`config.mk`:
```
export PLATFORM = sky130hd
export DESIGN_NAME = daq_event_word_unpacker
export DESIGN_NICKNAME = d
export VERILOG_FILES = /design/src/design/dewu_pkg.sv /design/src/design/dewu_framer.sv /design/src/design/dewu_decoder.sv /design/src/design/daq_event_word_unpacker.sv
export SDC_FILE = /design/constraint.sdc
export NUM_CORES = 1
export LEC_CHECK = 0
export ABC_AREA = 1
export BUFFER_PORTS_ARGS = -buffer_cell sky130_fd_sc_hd__buf_2
export CAP_MARGIN = 10
export CORE_ASPECT_RATIO = 1.25
export CORE_MARGIN = 3
export CORE_UTILIZATION = 55
export CTS_CLUSTER_SIZE = 14
export DETAILED_ROUTE_END_ITERATION = 8
export GPL_ROUTABILITY_DRIVEN = 0
export PLACE_DENSITY = 0.76
export SKIP_CTS_REPAIR_TIMING = 1
export SYNTH_ARGS = -nofsm -noshare
export SYNTH_HDL_FRONTEND = slang
export SYNTH_HIERARCHICAL = 1
export SYNTH_SLANG_ARGS = --single-unit
```
`constraint.sdc`:
```
create_clock -name aclk -period 6.63 [get_ports aclk]
set_input_delay 1.326 -clock aclk [delete_from_list [all_inputs] [get_ports aclk]]
set_output_delay 1.326 -clock aclk [all_outputs]
set_load 0.01 [all_outputs]
```
`src/design/dewu_pkg.sv`:
```
`default_nettype none

package dewu_pkg;

    localparam int LIST_DEPTH_DEF = 48;
    localparam int TRIG_DEPTH_DEF = 16;

    localparam int WORD_W   = 32;
    localparam int LEN_W    = 13;
    localparam int CHAN_W   = 4;
    localparam int VALUE_W  = 30;
    localparam int SLOT_W   = 6;
    localparam int BROKEN_W = 16;

    // readout word type codes
    localparam logic [3:0] TYPE_HIT    = 4'b0001;
    localparam logic [3:0] TYPE_EXT_TS = 4'b0010;
    localparam logic [1:0] MARK_EVT_TS = 2'b11;

    // channel map of the hit lists
    localparam logic [5:0] TDIFF_BASE = 6'd16;
    localparam logic [5:0] TRIG_BASE  = 6'd32;
    localparam logic [5:0] TRIG_END   = 6'd34;
    localparam logic [5:0] SHORT_BASE = 6'd48;

    localparam logic [BROKEN_W-1:0] BROKEN_MAX = '1;

    typedef enum logic [1:0] {
        PH_HEADER,
        PH_MODHDR,
        PH_DATA,
        PH_SKIP
    } phase_t;

    typedef enum logic [2:0] {
        CLS_NONE,
        CLS_LONG,
        CLS_SHORT,
        CLS_TDIFF,
        CLS_TRIG,
        CLS_EXT_TS,
        CLS_EVT_TS,
        CLS_BROKEN
    } class_t;

    typedef struct packed {
        logic                decode;
        logic                broken;
        logic                done;
        logic [BROKEN_W-1:0] broken_total;
    } frame_t;

    typedef struct packed {
        class_t             word_class;
        logic [CHAN_W-1:0]  hit_channel;
        logic [VALUE_W-1:0] word_value;
        logic [SLOT_W-1:0]  list_slot;
    } decode_t;

endpackage

`default_nettype wire

```
`src/design/dewu_framer.sv`:
```
`default_nettype none

module dewu_framer (
    input  wire logic                              aclk,
    input  wire logic                              aresetn,
    input  wire logic                              advance,
    input  wire logic [dewu_pkg::LEN_W-1:0]        word_len,
    output dewu_pkg::frame_t                       frame
);

    dewu_pkg::phase_t                  phase_reg, phase_next;
    logic [dewu_pkg::LEN_W-1:0]        words_left_reg, words_left_next;
    logic [dewu_pkg::LEN_W-1:0]        words_dec;
    logic [dewu_pkg::BROKEN_W-1:0]     broken_reg, broken_next;

    assign words_dec = (words_left_reg != '0) ? words_left_reg - 1'b1 : '0;

    always_ff @(posedge aclk) begin
        if (!aresetn) begin
            phase_reg      <= dewu_pkg::PH_HEADER;
            words_left_reg <= '0;
            broken_reg     <= '0;
        end else if (advance) begin
            phase_reg      <= phase_next;
            words_left_reg <= words_left_next;
            broken_reg     <= broken_next;
        end
    end

    always_comb begin
        phase_next      = phase_reg;
        words_left_next = words_left_reg;
        broken_next     = broken_reg;
        frame.decode    = 1'b0;
        frame.broken    = 1'b0;
        frame.done      = 1'b0;
        case (phase_reg)
            dewu_pkg::PH_HEADER: begin
                if (word_len > dewu_pkg::LEN_W'(1)) begin
                    words_left_next = word_len - 1'b1;
                    phase_next      = dewu_pkg::PH_MODHDR;
                end else if (word_len == dewu_pkg::LEN_W'(1)) begin
                    words_left_next = '0;
                    phase_next      = dewu_pkg::PH_SKIP;
                end else begin
                    // empty block, header closes it
                    words_left_next = '0;
                    frame.done      = 1'b1;
                end
            end
            dewu_pkg::PH_MODHDR: begin
                phase_next = (words_left_reg != '0) ? dewu_pkg::PH_DATA
                                                    : dewu_pkg::PH_HEADER;
            end
            dewu_pkg::PH_DATA: begin
                frame.decode    = 1'b1;
                words_left_next = words_dec;
                if (words_dec == '0) begin
                    phase_next = dewu_pkg::PH_HEADER;
                    frame.done = 1'b1;
                end
            end
            dewu_pkg::PH_SKIP: begin
                frame.broken = 1'b1;
                frame.done   = 1'b1;
                phase_next   = dewu_pkg::PH_HEADER;
                if (broken_reg != dewu_pkg::BROKEN_MAX) begin
                    broken_next = broken_reg + 1'b1;
                end
            end
            default: begin
                phase_next = dewu_pkg::PH_HEADER;
            end
        endcase
        frame.broken_total = broken_next;
    end

endmodule

`default_nettype wire

```
`src/design/dewu_decoder.sv`:
```
`default_nettype none

module dewu_decoder #(
    parameter int LIST_DEPTH = dewu_pkg::LIST_DEPTH_DEF,
    parameter int TRIG_DEPTH = dewu_pkg::TRIG_DEPTH_DEF
) (
    input  wire logic                           aclk,
    input  wire logic                           aresetn,
    input  wire logic                           advance,
    input  wire logic [dewu_pkg::WORD_W-1:0]    word,
    input  wire logic                           new_event,
    input  wire dewu_pkg::frame_t               frame,
    output dewu_pkg::decode_t                   result
);

    localparam int LW = $clog2(LIST_DEPTH);
    localparam int TW = $clog2(TRIG_DEPTH);
    localparam logic [LW-1:0] LIST_LAST = LW'(LIST_DEPTH - 1);
    localparam logic [TW-1:0] TRIG_LAST = TW'(TRIG_DEPTH - 1);

    logic [LW-1:0] long_reg, long_next, long_cur;
    logic [LW-1:0] short_reg, short_next, short_cur;
    logic [LW-1:0] tdiff_reg, tdiff_next, tdiff_cur;
    logic [TW-1:0] trig_reg, trig_next, trig_cur;

    logic [3:0] word_type;
    logic [5:0] chan;
    logic       is_hit;
    logic       hit_long, hit_short, hit_tdiff, hit_trig;

    assign word_type = word[31:28];
    assign chan      = word[21:16];
    assign is_hit    = frame.decode && (word_type == dewu_pkg::TYPE_HIT);

    // short list sits at the top of the channel range, checked before the middle lists
    assign hit_long  = is_hit && (chan < dewu_pkg::TDIFF_BASE);
    assign hit_short = is_hit && (chan >= dewu_pkg::SHORT_BASE);
    assign hit_tdiff = is_hit && (chan >= dewu_pkg::TDIFF_BASE) && (chan < dewu_pkg::TRIG_BASE);
    assign hit_trig  = is_hit && (chan >= dewu_pkg::TRIG_BASE) && (chan < dewu_pkg::TRIG_END);

    // new event clears the counters before this word takes a slot
    assign long_cur  = new_event ? '0 : long_reg;
    assign short_cur = new_event ? '0 : short_reg;
    assign tdiff_cur = new_event ? '0 : tdiff_reg;
    assign trig_cur  = new_event ? '0 : trig_reg;

    always_comb begin
        long_next  = long_cur;
        short_next = short_cur;
        tdiff_next = tdiff_cur;
        trig_next  = trig_cur;
        if (hit_long && long_cur != LIST_LAST) begin
            long_next = long_cur + 1'b1;
        end
        if (hit_short && short_cur != LIST_LAST) begin
            short_next = short_cur + 1'b1;
        end
        if (hit_tdiff && tdiff_cur != LIST_LAST) begin
            tdiff_next = tdiff_cur + 1'b1;
        end
        if (hit_trig && trig_cur != TRIG_LAST) begin
            trig_next = trig_cur + 1'b1;
        end
    end

    always_ff @(posedge aclk) begin
        if (!aresetn) begin
            long_reg  <= '0;
            short_reg <= '0;
            tdiff_reg <= '0;
            trig_reg  <= '0;
        end else if (advance) begin
            long_reg  <= long_next;
            short_reg <= short_next;
            tdiff_reg <= tdiff_next;
            trig_reg  <= trig_next;
        end
    end

    always_comb begin
        result.word_class  = dewu_pkg::CLS_NONE;
        result.hit_channel = '0;
        result.word_value  = '0;
        result.list_slot   = '0;
        if (frame.broken) begin
            result.word_class = dewu_pkg::CLS_BROKEN;
        end else if (hit_long) begin
            result.word_class  = dewu_pkg::CLS_LONG;
            result.hit_channel = chan[3:0];
            result.word_value  = dewu_pkg::VALUE_W'(word[15:0]);
            result.list_slot   = dewu_pkg::SLOT_W'(long_cur);
        end else if (hit_short) begin
            result.word_class  = dewu_pkg::CLS_SHORT;
            result.hit_channel = chan[3:0];
            result.word_value  = dewu_pkg::VALUE_W'(word[15:0]);
            result.list_slot   = dewu_pkg::SLOT_W'(short_cur);
        end else if (hit_tdiff) begin
            result.word_class  = dewu_pkg::CLS_TDIFF;
            result.hit_channel = chan[3:0];
            result.word_value  = dewu_pkg::VALUE_W'(word[15:0]);
            result.list_slot   = dewu_pkg::SLOT_W'(tdiff_cur);
        end else if (hit_trig) begin
            result.word_class  = dewu_pkg::CLS_TRIG;
            result.hit_channel = chan[3:0];
            result.word_value  = dewu_pkg::VALUE_W'(word[15:0]);
            result.list_slot   = dewu_pkg::SLOT_W'(trig_cur);
        end else if (frame.decode && !is_hit) begin
            if (word_type == dewu_pkg::TYPE_EXT_TS) begin
                result.word_class = dewu_pkg::CLS_EXT_TS;
                result.word_value = dewu_pkg::VALUE_W'(word[15:0]);
            end else if (word[31:30] == dewu_pkg::MARK_EVT_TS) begin
                result.word_class = dewu_pkg::CLS_EVT_TS;
                result.word_value = word[29:0];
            end
        end
    end

endmodule

`default_nettype wire

```
`src/design/daq_event_word_unpacker.sv`:
```
// an accepted input beat passes the input register, then the result register, to its result beat on m_ side
// throughput: one word per cycle while m_tready is high, input register and result register decouple
// the two sides so a waiting result does not stop intake of the next word
// reset: aresetn synchronous active low, empties both registers, returns framing
// to block header and clears hit counters, words left and broken count
`default_nettype none

module daq_event_word_unpacker #(
    parameter int LIST_DEPTH = dewu_pkg::LIST_DEPTH_DEF,
    parameter int TRIG_DEPTH = dewu_pkg::TRIG_DEPTH_DEF
) (
    input  wire logic        aclk,
    input  wire logic        aresetn,
    input  wire logic        s_tvalid,
    output logic             s_tready,
    input  wire logic [31:0] s_tdata,   // data_word[31:0]
    input  wire logic        s_tuser,   // new_event
    output logic             m_tvalid,
    input  wire logic        m_tready,
    output logic [55:0]      m_tdata,   // hit_channel[3:0], word_value[33:4],
                                        // list_slot[39:34], broken_total[55:40]
    output logic [2:0]       m_tuser,   // word_class
    output logic             m_tlast    // block_done
);

    logic                           in_valid_reg;
    logic [dewu_pkg::WORD_W-1:0]    in_word_reg;
    logic                           in_new_reg;
    logic                           advance;

    logic                           m_valid_reg;
    dewu_pkg::decode_t              res_reg;
    logic                           done_reg;
    logic [dewu_pkg::BROKEN_W-1:0]  broken_reg;

    dewu_pkg::frame_t               frame;
    dewu_pkg::decode_t              result;

    assign advance  = in_valid_reg && (!m_valid_reg || m_tready);
    assign s_tready = !in_valid_reg || advance;

    always_ff @(posedge aclk) begin
        if (!aresetn) begin
            in_valid_reg <= 1'b0;
        end else if (s_tready) begin
            in_valid_reg <= s_tvalid;
        end
    end

    always_ff @(posedge aclk) begin
        if (s_tvalid && s_tready) begin
            in_word_reg <= s_tdata;
            in_new_reg  <= s_tuser;
        end
    end

    dewu_framer u_framer (
        .aclk     (aclk),
        .aresetn  (aresetn),
        .advance  (advance),
        .word_len (in_word_reg[dewu_pkg::LEN_W-1:0]),
        .frame    (frame)
    );

    dewu_decoder #(
        .LIST_DEPTH (LIST_DEPTH),
        .TRIG_DEPTH (TRIG_DEPTH)
    ) u_decoder (
        .aclk      (aclk),
        .aresetn   (aresetn),
        .advance   (advance),
        .word      (in_word_reg),
        .new_event (in_new_reg),
        .frame     (frame),
        .result    (result)
    );

    always_ff @(posedge aclk) begin
        if (!aresetn) begin
            m_valid_reg <= 1'b0;
        end else if (advance) begin
            m_valid_reg <= 1'b1;
        end else if (m_tready) begin
            m_valid_reg <= 1'b0;
        end
    end

    always_ff @(posedge aclk) begin
        if (advance) begin
            res_reg    <= result;
            done_reg   <= frame.done;
            broken_reg <= frame.broken_total;
        end
    end

    assign m_tvalid = m_valid_reg;
    assign m_tuser  = res_reg.word_class;
    assign m_tlast  = done_reg;
    assign m_tdata  = {broken_reg, res_reg.list_slot, res_reg.word_value,
                       res_reg.hit_channel};

`ifndef SYNTHESIS
    // a broken-event beat always closes its block
    assert property (@(posedge aclk) disable iff (!aresetn)
        m_tvalid && m_tuser == dewu_pkg::CLS_BROKEN |-> m_tlast)
        else $error("broken beat without block end");

    // a broken-event beat carries a nonzero running count
    assert property (@(posedge aclk) disable iff (!aresetn)
        m_tvalid && m_tuser == dewu_pkg::CLS_BROKEN |-> m_tdata[55:40] != 16'd0)
        else $error("broken beat with zero broken count");

    // beats that are not hits carry no channel and no slot
    assert property (@(posedge aclk) disable iff (!aresetn)
        m_tvalid && m_tuser != dewu_pkg::CLS_LONG && m_tuser != dewu_pkg::CLS_SHORT
        && m_tuser != dewu_pkg::CLS_TDIFF && m_tuser != dewu_pkg::CLS_TRIG
        |-> m_tdata[3:0] == 4'd0 && m_tdata[39:34] == 6'd0)
        else $error("non-hit beat with channel or slot");

    // trigger slots stay inside the trigger list
    assert property (@(posedge aclk) disable iff (!aresetn)
        m_tvalid && m_tuser == dewu_pkg::CLS_TRIG
        |-> m_tdata[39:34] <= 6'(TRIG_DEPTH - 1))
        else $error("trigger slot beyond list depth");
`endif

endmodule

`default_nettype wire
```
; After elaboration in Yosys (flattened, before gate mapping)
; Cells that the tools add are included.
[totals]
out_inout_bits = 62
word_cells = 116
regBits = 148
input_bits = 37
[classes]
eq_ne = 14
add_sub_neg = 7
reduce_logical = 28
n_mux = 39
n_lt_le_gt_ge = 7
n_bitwise = 2
[op_table]
columns = op, count
row1 = 43-bit two-way mux, 3
row2 = 30-bit two-way mux, 4
row3 = 6-bit two-way mux, 6
row4 = 16-bit two-way mux, 2
row5 = 13-bit two-way mux, 2
row6 = 13-bit one-hot mux with 2 select lines, 1
row7 = 13-bit by 1-bit subtractor with 13-bit output (second input constant), 2
row8 = 6-bit by 1-bit adder with 6-bit output (second input constant), 3
row9 = 6-bit != test (second input constant), 3
row10 = 16-bit by 1-bit adder with 16-bit output (second input constant), 1
row11 = 4-bit two-way mux, 4
row12 = 16-bit != test (second input constant), 1
row13 = 1-bit logical AND, 14
row14 = 13-bit by 1-bit == test with 1-bit output (second input constant), 1
row15 = 13-bit by 1-bit greater-than comparator with 1-bit output (second input constant), 1
row16 = 13-bit logical NOT, 1
row17 = 13-bit nonzero test, 1
row18 = 6-bit greater-or-equal comparator (second input constant), 2
row19 = 6-bit < comparator (second input constant), 2
row20 = 3-bit two-way mux, 4
row21 = 2-bit two-way mux, 4
row22 = 2-bit one-hot mux with 4 select lines, 1
row23 = 8-bit OR reduction, 1
row24 = 1-bit two-way mux, 7
row25 = other kinds (19), 26

; Depth between registers and ports, before layout
[depth]
ltp_word = 10
ltp_mapped = 12
mapped_depth_nobuf = 12

; By module
; The synthesis kept the hierarchy.
[by_module_without_submodules]
columns = mod, cells_each, area_per_inst_um2, seq_area_each_um2, n_inst
row1 = daq_event_word_unpacker, 106, 2887.8, 2832.7, 1
row2 = dewu_framer, 423, 2514.9, 620.6, 1
row3 = dewu_decoder, 406, 2178.3, 440.4, 1

; Worst setup path after synthesis
; No wires, ideal clock.
[synth_path]
path_type = input -> register
from = in m_tready
to = reg u_framer/words_left_reg[10] (netlist bit)
t_arrival_ns = 5.744
required_ns = 6.521
path_slack_ns = 0.777
n_path_buf = 2
stages = 9
setup_ns = 0.109
path_cell_list = inv_1 -> a21oi_1 -> buf_2 -> inv_2 -> nor2_1 -> clkbuf_1 -> o211ai_1 -> nand2_1 -> inv_1
[synth_between]
elab_chain_cells = 3
[synth_rtl]
columns = element, line_no
row1 = from (decl), daq_event_word_unpacker.sv:19  ; input wire logic m_tready,
row2 = 1-bit logical OR, daq_event_word_unpacker.sv:39  ; assign advance = in_valid_reg && (!m_valid_reg || m_tready);
row3 = 1-bit logical AND, daq_event_word_unpacker.sv:39
row4 = net advance, daq_event_word_unpacker.sv:29  ; logic advance;
row5 = 2-bit AND reduction (no source line), -
row6 = to (signal assigned), dewu_framer.sv:25  ; words_left_reg <= words_left_next;
row7 = to (decl), dewu_framer.sv:12  ; logic [dewu_pkg::LEN_W-1:0] words_left_reg, words_left_next;
; The timed path passes the listed nets, and every way through them passes these cells.
; A chain may end at the register's enable or synchronous reset.

; Worst setup path after layout
[layout_path]
from = in m_tready
to = out s_tready
[layout_between]
elab_chain_cells = 3
[layout_rtl]
columns = element, line_no
row1 = 1-bit logical OR, daq_event_word_unpacker.sv:39
row2 = 1-bit logical AND, daq_event_word_unpacker.sv:39
row3 = 1-bit logical OR, daq_event_word_unpacker.sv:40  ; assign s_tready = !in_valid_reg || advance;
row4 = to (decl), daq_event_word_unpacker.sv:15  ; output logic s_tready,
; No other way between the ends.

==> results by group <==
Run status
  – Status: complete, no violations

Timing
  – Tightest Pin Transition: 993 ps
  – Fin crit share: 47.4%
  – Post-Route Setup TNS: 0 ps
  – Final Max Slew Viols: 0
  – Worst slew margin: 33.8%
  – Final Hold Fails: 0
  – FMAX: 318 MHz
  – Endpoints failing setup: 0
  – Unrepaired setup endpoints after global routing: false
  – Max Clock Skew: 7.18 ps
  – Fin crit period: 3140 ps

Detailed routing
  – Post-DR vias/cell: 5.17
  – WL/cell: 13.9 um
  – Via count: 6,289
  – Remaining antenna violation count: 0
  – Routed WL: 17.0 mm
  – Drt pass-1 iters: 7
  – # DRC: 0
  – Initial DRC Count: 410

Die
  – Die ar.: 15,200 um2
  – Die height: 137 um
  – Ports: 99
  – Cell Rows: 47
  – Initial Util: 56.8%
  – Die extent in x: 111 um
  – Core area: 13,300 um2

CTS
  – Clock-pin slew on the worst setup and hold paths: 60 ps
  – Clock sinks: 148
  – Clock latency on the worst-skew pair: 420 ps
  – H-tree depth: 4
  – TritonCTS clock tree: built
  – Clock buffer depth: 2
  – Clock root cell: clkbuf_16
  – CTS buffer count: 17

Cells and area
  – Syn-to-layout area delta: 15.3%
  – Max FFs per register: 40
  – Layout cells sized above 1: 16.7%
  – Fin area: 8740 um2
  – Final nets: 1,077
  – # diodes: 0
  – Final-layout fill cell count: 1,137

Synthesis
  – Post-synth top cells: 180 x nand2_1, 148 x inv_1, 135 x nor2_1
  – Top cells by area, synth: edfxtp_1 37%, dfxtp_1 15%, nand2_1 8.9%
  – Share of Yosys cell area claimed by the top area cell type: 36.8%
  – Post-synth EDFFs: 93
  – Post-synthesis sequential area ratio: 51.4%
  – Synthesized Nets: 980
  – Syn Inst Count: 935
  – Count leader, synth: nand2_1
  – Mean Syn Cell Area: 8.11 um2
  – Distinct cells, synth: 37
  – Synth warn: 6
  – Synth area leader: edfxtp_1
  – Dominant synthesized flop cell: edfxtp_1
  – Flops & latches, synth: 148
  – Mapped Area: 7580 um2
  – Async set-reset flop share out of synthesis: 0%

GRT
  – Pin count of the biggest net entering global routing: 83
  – GRT Total Usage: 22.9%
  – Initial antenna violation count: 0
  – Vias in the first global route: 5,905
  – Global-route wire length before repair: 27.7 mm
  – Grt ovf: 0

Power
  – Internal: 1.66 mW
  – Sw frac: 24.7%
  – Combinational power share: 10.7%
  – Leakage Power: 3.97 nW
  – Switch Pwr: 0.545 mW
  – Sequential fraction of design power: 48.3%
  – Cell Pwr Density: 252 nW/um2
  – Worst VDD drop: 0.000180 V
  – Clock Power Share: 41.0%

Placed design
  – Input/output buffers: 98
  – Dpl hpwl: 11.9 mm
  – Placed Area: 8180 um2

Worst setup path
  – Crit Path Class: in2out
  – Worst setup SP type: input pin
  – Crit path max fanout: 3
  – Critical Path AT: 1820 ps
  – CP Capture Type: output port
  – Critical path required time: 5300 ps

Hold path
  – Worst Hold Class: reg2reg

Job
  – MaxCap Viol Count: 0
-- cell families (layout without fill, tap and decap cells) --
| kind of cell | Yosys count | count (layout) | share of synthesized area (%) |
|---|---|---|---|
| AOI/OAI and AO/OA | 109 | 109 | 7.56 |
| DFF | 148 | 148 | 51.4 |
| xor gates and xnor gates | 19 | 19 | 2.20 |
| buffers and inverters | 187 | 297 | 10.0 |
| and+or+nand+nor | 464 | 464 | 27.6 |
| adders and majority gates | 8 | 8 | 1.32 |
-- worst max-delay path, cell delays in order --
cell and delay [ps]:
buf_2 100, inv_1 130, nand3_2 110, buf_2 160
-- worst paths after layout --
| kind | from | to | slack [ps] | cells past startpoint |
|---|---|---|---|---|
| worst min register to register | u_decoder/long_reg[0]$_SDFFE_PN0P_ | u_decoder/long_reg[0]$_SDFFE_PN0P_ | 460 | 2 |
| worst min-delay path | u_decoder/long_reg[0]$_SDFFE_PN0P_ | u_decoder/long_reg[0]$_SDFFE_PN0P_ | 460 | 2 |
| worst max-delay path | m_tready | s_tready | 3490 | 4 |
| worst max register to register | u_framer/phase_reg[0]$_SDFFE_PN0P_ | m_tdata[24]$_DFFE_PP_ | 3970 | 5 |
-- power by group through the flow --
stage | clock network, mW | registers [mW] | logic [mW]
floorplan | 0 | 1.08 | 0.162
global placement | 0 | 1.08 | 0.230
detailed placement | 0 | 1.08 | 0.233
CTS | 0.919 | 1.06 | 0.234
global route | 0.959 | 1.07 | 0.268
finish | 0.902 | 1.06 | 0.236
-- per-stage QoR --
| stage | cells | hold WS, ps | worst slack [ps] | power [mW] | util, % |
|---|---|---|---|---|---|
| finish | 1216 | 458 | 3490 | 2.20 | 65.5 |
| global route | 1216 | 487 | 3460 | 2.30 | 65.5 |
| CTS | 1215 | 459 | 3250 | 2.22 | 65.4 |
| detailed placement | 1183 | 450 | 2810 | 1.32 | 61.3 |
| global placement | 1183 | 454 | 2870 | 1.31 | 61.3 |
| floorplan | 935 | 441 | 777 | 1.25 | - |
-- cell type report --
cell class | count | area [um2] | share of cell area [%]
Timing Repair Buffer | 104 | 536 | 6.13
Multi-Input combinational cell | 600 | 2940 | 33.6
Clock buffer | 21 | 440 | 5.04
Clock inverter | 11 | 111 | 1.27
Sequential cell | 148 | 3890 | 44.6
Tap cell | 171 | 214 | 2.45
Inverter | 161 | 604 | 6.91
-- cell usage in the layout (no fill, tap or decap), types with 2 or more instances in the layout --
cell,n
edfxtp_1,93
o21ai_0,32
dfxtp_1,55
nand4_1,33
nand3_1,73
nand2_2,6
xnor2_1,4
nand3_2,2
nor3_1,11
a31oi_1,8
xor2_1,15
o211ai_1,3
clkinv_1,4
clkbuf_1,4
ha_1,8
inv_1,148
nand2_1,180
clkinvlp_4,2
nor3_2,3
inv_2,11
a21oi_1,38
buf_2,98
nor2_1,135
buf_4,6
nand2_4,2
bufinv_16,2
nor2_4,7
nor2_2,8
clkbuf_16,17
o21ai_1,24
clkinv_2,4
-- layer usage --
layer	vias up	GRT usage (%)	wire (um)
met4	0	8.05	362
met5	-	0	0
met3	31	6.02	688
met2	137	40.6	8710
li1	3232	-	-
met1	2889	27.2	7190
Power figures use the tool's default switching activity.
